$ cat src/rtl/core/ddq_pkg.sv
// shared constants, command codes and control types for the ring deque
`timescale 1ns / 1ps
`default_nettype none
package ddq_pkg;

    localparam int CAPACITY_DEF = 1024;
    localparam int FUNC_W       = 3;
    localparam int DATA_W       = 32;
    localparam int CNT_W_DEF    = $clog2(CAPACITY_DEF + 1);

    // command codes, codes above peek behave as peek
    localparam logic [FUNC_W-1:0] FN_PUSH_FRONT = 3'd0;
    localparam logic [FUNC_W-1:0] FN_PUSH_BACK  = 3'd1;
    localparam logic [FUNC_W-1:0] FN_POP_FRONT  = 3'd2;
    localparam logic [FUNC_W-1:0] FN_POP_BACK   = 3'd3;
    localparam logic [FUNC_W-1:0] FN_PEEK       = 3'd4;

    typedef struct packed {
        logic exec;   // run the accepted request against the state
        logic load;   // take refill data for the cached end
    } t_ddq_cmd;

    typedef struct packed {
        logic needs_load;  // request needs a store read to refill an end
    } t_ddq_status;

endpackage
`default_nettype wire

$ cat src/rtl/core/ddq_ctrl.sv
// request sequencer for the ring deque
`timescale 1ns / 1ps
`default_nettype none
module ddq_ctrl (
    input  wire logic                 i_clk,
    input  wire logic                 i_rst_n,
    input  wire logic                 i_in_valid,
    output logic                      o_in_ready,
    output logic                      o_out_valid,
    input  wire logic                 i_out_ready,
    input  wire ddq_pkg::t_ddq_status i_status,
    output ddq_pkg::t_ddq_cmd         o_cmd
);
    import ddq_pkg::*;

    localparam logic [1:0] S_IDLE = 2'd0;
    localparam logic [1:0] S_LOAD = 2'd1;
    localparam logic [1:0] S_RESP = 2'd2;

    logic [1:0] r_state;
    logic [1:0] n_state;
    logic       w_accept;

    assign w_accept = i_in_valid && (r_state == S_IDLE);

    always_comb begin
        n_state = r_state;
        unique case (r_state)
            S_IDLE: begin
                if (w_accept) begin
                    n_state = i_status.needs_load ? S_LOAD : S_RESP;
                end
            end
            S_LOAD: begin
                n_state = S_RESP;
            end
            S_RESP: begin
                if (i_out_ready) begin
                    n_state = S_IDLE;
                end
            end
            default: begin
                n_state = S_IDLE;
            end
        endcase
    end

    always_ff @(posedge i_clk) begin
        if (!i_rst_n) begin
            r_state <= S_IDLE;
        end else begin
            r_state <= n_state;
        end
    end

    assign o_in_ready  = (r_state == S_IDLE);
    assign o_out_valid = (r_state == S_RESP);
    assign o_cmd.exec  = w_accept;
    assign o_cmd.load  = (r_state == S_LOAD);

endmodule
`default_nettype wire

$ cat config.mk
export PLATFORM = sky130hd
export DESIGN_NAME = ddq_ctrl
export DESIGN_NICKNAME = d
export VERILOG_FILES = /design/src/rtl/core/ddq_pkg.sv /design/src/rtl/core/ddq_ctrl.sv
export SDC_FILE = /design/constraint.sdc
export NUM_CORES = 1
export LEC_CHECK = 0
export ABC_AREA = 1
export BUFFER_PORTS_ARGS = -buffer_cell sky130_fd_sc_hd__buf_2
export CAP_MARGIN = 20
export CORE_AREA = 2 2 39 41
export DETAILED_ROUTE_END_ITERATION = 10
export DIE_AREA = 0 0 41 43
export GPL_ROUTABILITY_DRIVEN = 0
export PLACE_DENSITY = 0.37
export SLEW_MARGIN = 20
export SYNTH_ARGS = -nofsm -noshare
export SYNTH_HDL_FRONTEND = slang
export SYNTH_SLANG_ARGS = --single-unit
export TNS_END_PERCENT = 50
$ cat constraint.sdc
create_clock -name i_clk -period 0.8 [get_ports i_clk]
set_input_delay 0.08 -clock i_clk [delete_from_list [all_inputs] [get_ports i_clk]]
set_output_delay 0.08 -clock i_clk [all_outputs]
set_load 0.02 [all_outputs]
==> results of run 1 <==
[through the flow]
stage	instance area, sq um	hold slack (ns)	total power [uW]
2_1_floorplan	139	0.217	183
3_3_place_gp	191	0.346	208
3_5_place_dp	191	0.350	208
4_1_cts	254	0.100	473
5_1_grt	254	0.115	492
6_report	254	0.109	452
[cells in the final DEF (no fill, tap or decap)]
| cell | Yosys | routed |
|---|---|---|
| buf_4 | 1 | 3 |
| buf_2 | 0 | 5 |
| nor2_4 | 1 | 2 |
| nand2_1 | 4 | 3 |
| inv_1 | 5 | 3 |
| nand2_2 | 1 | 2 |
| nor2_1 | 1 | 1 |
| nor3_2 | 1 | 1 |
| dfxtp_4 | 0 | 2 |
| clkbuf_4 | 0 | 3 |
| inv_2 | 1 | 2 |
| inv_4 | 0 | 1 |
| buf_6 | 0 | 2 |
| a21oi_2 | 1 | 1 |
[cell families (layout without fill, tap and decap cells)]
logic type             Yosys count  count (layout)
AO/OA/AOI/OAI                    1               1
buffers and inverters            7              19
flip-flops                       2               2
AND/OR/NAND/NOR                  9               9
[final cells by class]
cell class,instances,area (sq um)
flip-flops and latches,2,47.5
well taps,16,20.0
repair buffers,10,70.1
multi-input cells,10,68.8
inverters,6,25.0
fillers,167,1130
clock buffers,3,22.5
[per-layer routing]
layer | global-route usage | vias to the layer above
met3 | 0.0471 | 0
met4 | 0.0600 | 0
met5 | 0 | -
met1 | 0.0383 | 61
met2 | 0.0594 | 5
li1 | - | 76
[critical path: stages (launching register included)]
cell and delay, ns:
dfxtp_4 0.35, nor2_4 0.12, nand2_2 0.06, inv_2 0.05, buf_6 0.10
[worst paths after layout]
| check | slack, ns | end | from | depth (start not counted) |
|---|---|---|---|---|
| min reg2reg | 0.57 | r_state[1] | r_state[1] | 3 |
| max reg2reg | -0.03 | r_state[0] | r_state[1] | 4 |
| min | 0.11 | r_state[1] | i_out_ready | 4 |
| max | -0.18 | o_cmd[1] | r_state[1] | 4 |
[timing repair]
item	CTS	global route
pin swaps	3	4
setup buffers	2	0
cloned	0	0
resized for setup	11	1
endpoints found under the setup margin	5	6
endpoints found under the hold margin	0	0
[report_power, final]
| part | leakage (uW) | total [uW] | internal, uW | switching, uW |
|---|---|---|---|---|
| sequential | 0.0000178 | 115 | 105 | 10.6 |
| clock | 0.0000138 | 220 | 165 | 55.1 |
| combinational | 0.0000988 | 116 | 56.5 | 59.3 |
==> metrics.txt, run 1 <==
status=complete, but fails checks; failing checks=negative setup slack; Syn-to-layout area delta=93.3%; CTS root buf=clkbuf_4; Distinct cells, synth=11; crit path max fanout=3; drc violations=0; Fin Setup TNS=-0.621 ns; PwrDens=1780 nW/um^2; vias in the first global route=144; Syn Nets=24; DR WL/cell=6.64 um; fin crit period=0.983 ns; Post-Place Cells=42; ANT cells=0; worst setup margin=-0.183 ns; Antenna Violating Nets Remaining=0; Setup Skew=0.000119 ns; Finished Layout Cells=47; post-synth top area cell=dfxtp_1; Final period util=1.23; Clock Sinks=2; register area share after synthesis=0.305; Worst-Skew Late Latency=0.22 ns; Overall Global Routing Usage=0.0491; Die Area=1760 sq um; initial DRC count=0; Most flops, register=r_state; area of the core=1380 sq um; DP Worst Slack=-0.0103 ns; worst-margin pin slew=0.113 ns; DPL Wire Length=253 um; Worst Setup End Kind=output pin; ys flop type=dfxtp_1; first-pass GRT wire length=483 um; critical path class=reg2out; Port Buf Inserts=8; Met3 Wirelength=31 um; Synth area leaders=dfxtp_1, inv_1, nand2_1, nor2_4, nor3_2; Worst setup SP type=register; Worst EP required=0.72 ns; RSZ-0062 raised after global routing=yes; via count=142; post-synthesis adder-cell area fraction=0; max-slew violations=0; I/O pin cnt=9; LEAKAGE=0.000130 uW; TritonCTS Buffers=3; Initial Util=0.0949; largest net degree at the start of global routing=4; synth cell count leaders=inv_1, nand2_1, dfxtp_1; CTS max path bufs=2; met2 wire length=159 um; Detailed Route WL=312 um; complex-gate fraction of the synthesized area=0.0667; Die Wd=41 um; share of layout cells above drive strength 1=0.774; largest family of logic cells by synthesized area=simple AND/OR/NAND/NOR gates; Hold Crit Class=in2reg; Max-slew headroom=0.925; Top Registers=r_state x2; Congestion Overflow GR=0; Synth Area per Inst=6.91 sq um; most frequent cell after synthesis=inv_1; Max Cap Viol=0; # rows=14; post-synthesis mux area share=0; max reg flops=2; asr flop ratio synth=0; Worst-path clk slew=0.03 ns; Initial DRT Pass Iterations=1; top-area cell type share of the netlist area=0.305; Die H=43 um; H-Tree Depth=1; Post-Syn Area=131 sq um; CTS tree=built; fin nets=38; Final Hold Viols=0; Cells after Synth=19; Fmax achieved=1020 MHz; uppermost layer routed=met3; yosys warns=0; EDFF count, synth=0; Met1 Wirelength=121 um; Synth Area in XOR/XNOR=0; Final Core Density=0.184; Peak VDD IR=0.408 mV; Worst EP arrival=0.90 ns; post-DR vias/cell=3.02; Setup violations, final=6; post-synthesis register bit count=2; simple-gate area share of the yosys netlist=0.400; antenna violations before repair=0; Hold-fix buffers, CTS=0
(Power assumes the default switching activity.)
==> inputs of run 2 (changes only) <==
--- a/config.mk
+++ b/config.mk
@@ -9,6 +9,7 @@
 export BUFFER_PORTS_ARGS = -buffer_cell sky130_fd_sc_hd__buf_2
 export CAP_MARGIN = 20
 export CORE_AREA = 2 2 39 41
+export CTS_BUF_LIST = sky130_fd_sc_hd__clkbuf_8
 export DETAILED_ROUTE_END_ITERATION = 10
 export DIE_AREA = 0 0 41 43
 export GPL_ROUTABILITY_DRIVEN = 0
==> metrics.txt, run 2 (synthesized netlist as in run 1, its figures left out) <==
status=complete, but fails checks; failing checks=negative setup slack; Worst EP required=0.72 ns; Most flops, register=r_state; Max-slew headroom=0.925; Setup Skew=0.00139 ns; most frequent cells in the layout=buf_2, inv_1, nand2_1, clkbuf_8, buf_4; I/O pin cnt=9; Antenna Violating Nets Remaining=0; CTS tree=built; worst path cell trace=nor2_4 -> nand2_2 -> inv_2 -> buf_6; worst-margin pin slew=0.112 ns; Clock Sinks=2; post-DR vias/cell=3.04; largest net degree at the start of global routing=4; Final Core Density=0.197; register area=47.5 sq um; crit path max fanout=3; area of the core=1380 sq um; Worst setup SP type=register; CTS root buf=clkbuf_8; critical path class=reg2out; Congestion Overflow GR=0; LEAKAGE=0.000138 uW; fin nets=38; fin crit period=0.963 ns; Detailed Route WL=296 um; Syn-to-layout area delta=108%; antenna violations before repair=0; Max Cap Viol=0; via count=143; share of layout cells above drive strength 1=0.774; fillers=166; Final Hold Viols=0; max-slew violations=0; DR WL/cell=6.30 um; Worst EP arrival=0.88 ns; Slowest-stage cell, CP=dfxtp_4; DPL Wire Length=253 um; Hold-fix buffers, CTS=0; Overall Global Routing Usage=0.0471; Max stage delay on crit path=0.35 ns; Final period util=1.20; Die Wd=41 um; DP Worst Slack=-0.0103 ns; Top Registers=r_state x2; first-pass GRT wire length=483 um; Hold Crit Class=in2reg; Peak VDD IR=0.810 mV; Worst-Skew Late Latency=0.20 ns; Initial Util=0.0949; Die H=43 um; max reg flops=2; Worst-path clk slew=0.03 ns; Die Area=1760 sq um; area of the multi-input gates=68.8 sq um; RSZ-0062 raised after global routing=yes; Initial DRT Pass Iterations=1; vias in the first global route=140; # rows=14; PwrDens=2240 nW/um^2; Worst Setup End Kind=output pin; Fmax achieved=1040 MHz; CTS max path bufs=2; TritonCTS Buffers=3; Port Buf Inserts=8; initial DRC count=0; drc violations=0; ANT cells=0; most common cell after layout, fill and taps aside=buf_2; H-Tree Depth=1; worst setup margin=-0.163 ns; Setup violations, final=6
## run 2: cell counts in the layout (fill, tap and decap cells not counted)
Identical to the previous run, type by type.
## run 2: metal layers
metal	up-vias	wire, um	global-route usage
met1	62	116	0.0415
met3	0	37	0.0471
li1	76	-	-
met2	5	142	0.0594
met4	0	0	0.0400
met5	-	0	0
## run 2: final cells by class
type / count / share of cell area
multi-input cells: 10 / 0.252
well taps: 16 / 0.0734
flip-flops and latches: 2 / 0.174
inverters: 6 / 0.0917
repair buffers: 10 / 0.257
clock buffers: 3 / 0.151
## run 2: power breakdown
part / switching, uW / total [uW] / internal (uW)
combinational: 59.3 / 116 / 56.5
clock: 63.6 / 380 / 317
sequential: 10.6 / 115 / 105
## run 2: worst max-delay path: cells and delay by family, from the launching register on
| family | cells | cell delay, ns |
|---|---|---|
| flip-flops | 1 | 0.35 |
| buffers and inverters | 2 | 0.15 |
| AND/OR/NAND/NOR | 2 | 0.18 |
## run 2: worst paths after layout
path | from | to | slack, ns | cells after the start
worst max-delay path | r_state[1] | o_cmd[1] | -0.16 | 4
worst min-delay path | i_out_ready | r_state[1] | 0.13 | 4
worst max register to register | r_state[1] | r_state[0] | -0.02 | 4
worst min register to register | r_state[1] | r_state[1] | 0.57 | 3
## run 2: what timing repair did
item                                   4_1_cts  5_1_grt
endpoints found under the hold margin        0        0
gates resized for setup                     11        1
setup buffers                                2        0
setup endpoints to repair                    5        6
pin swaps                                    3        4
## run 2: per-stage QoR
step | cells | power (uW) | cell area (sq um) | TNS [ns] | hold WS [ns]
after floorplan | 19 | 183 | 139 | -0.144 | 0.217
after global placement | 42 | 208 | 191 | -0.0321 | 0.346
after detailed placement | 42 | 208 | 191 | -0.0227 | 0.350
after CTS | 47 | 625 | 273 | -0.649 | 0.128
after global routing | 47 | 656 | 273 | -0.784 | 0.141
final | 47 | 612 | 273 | -0.538 | 0.129
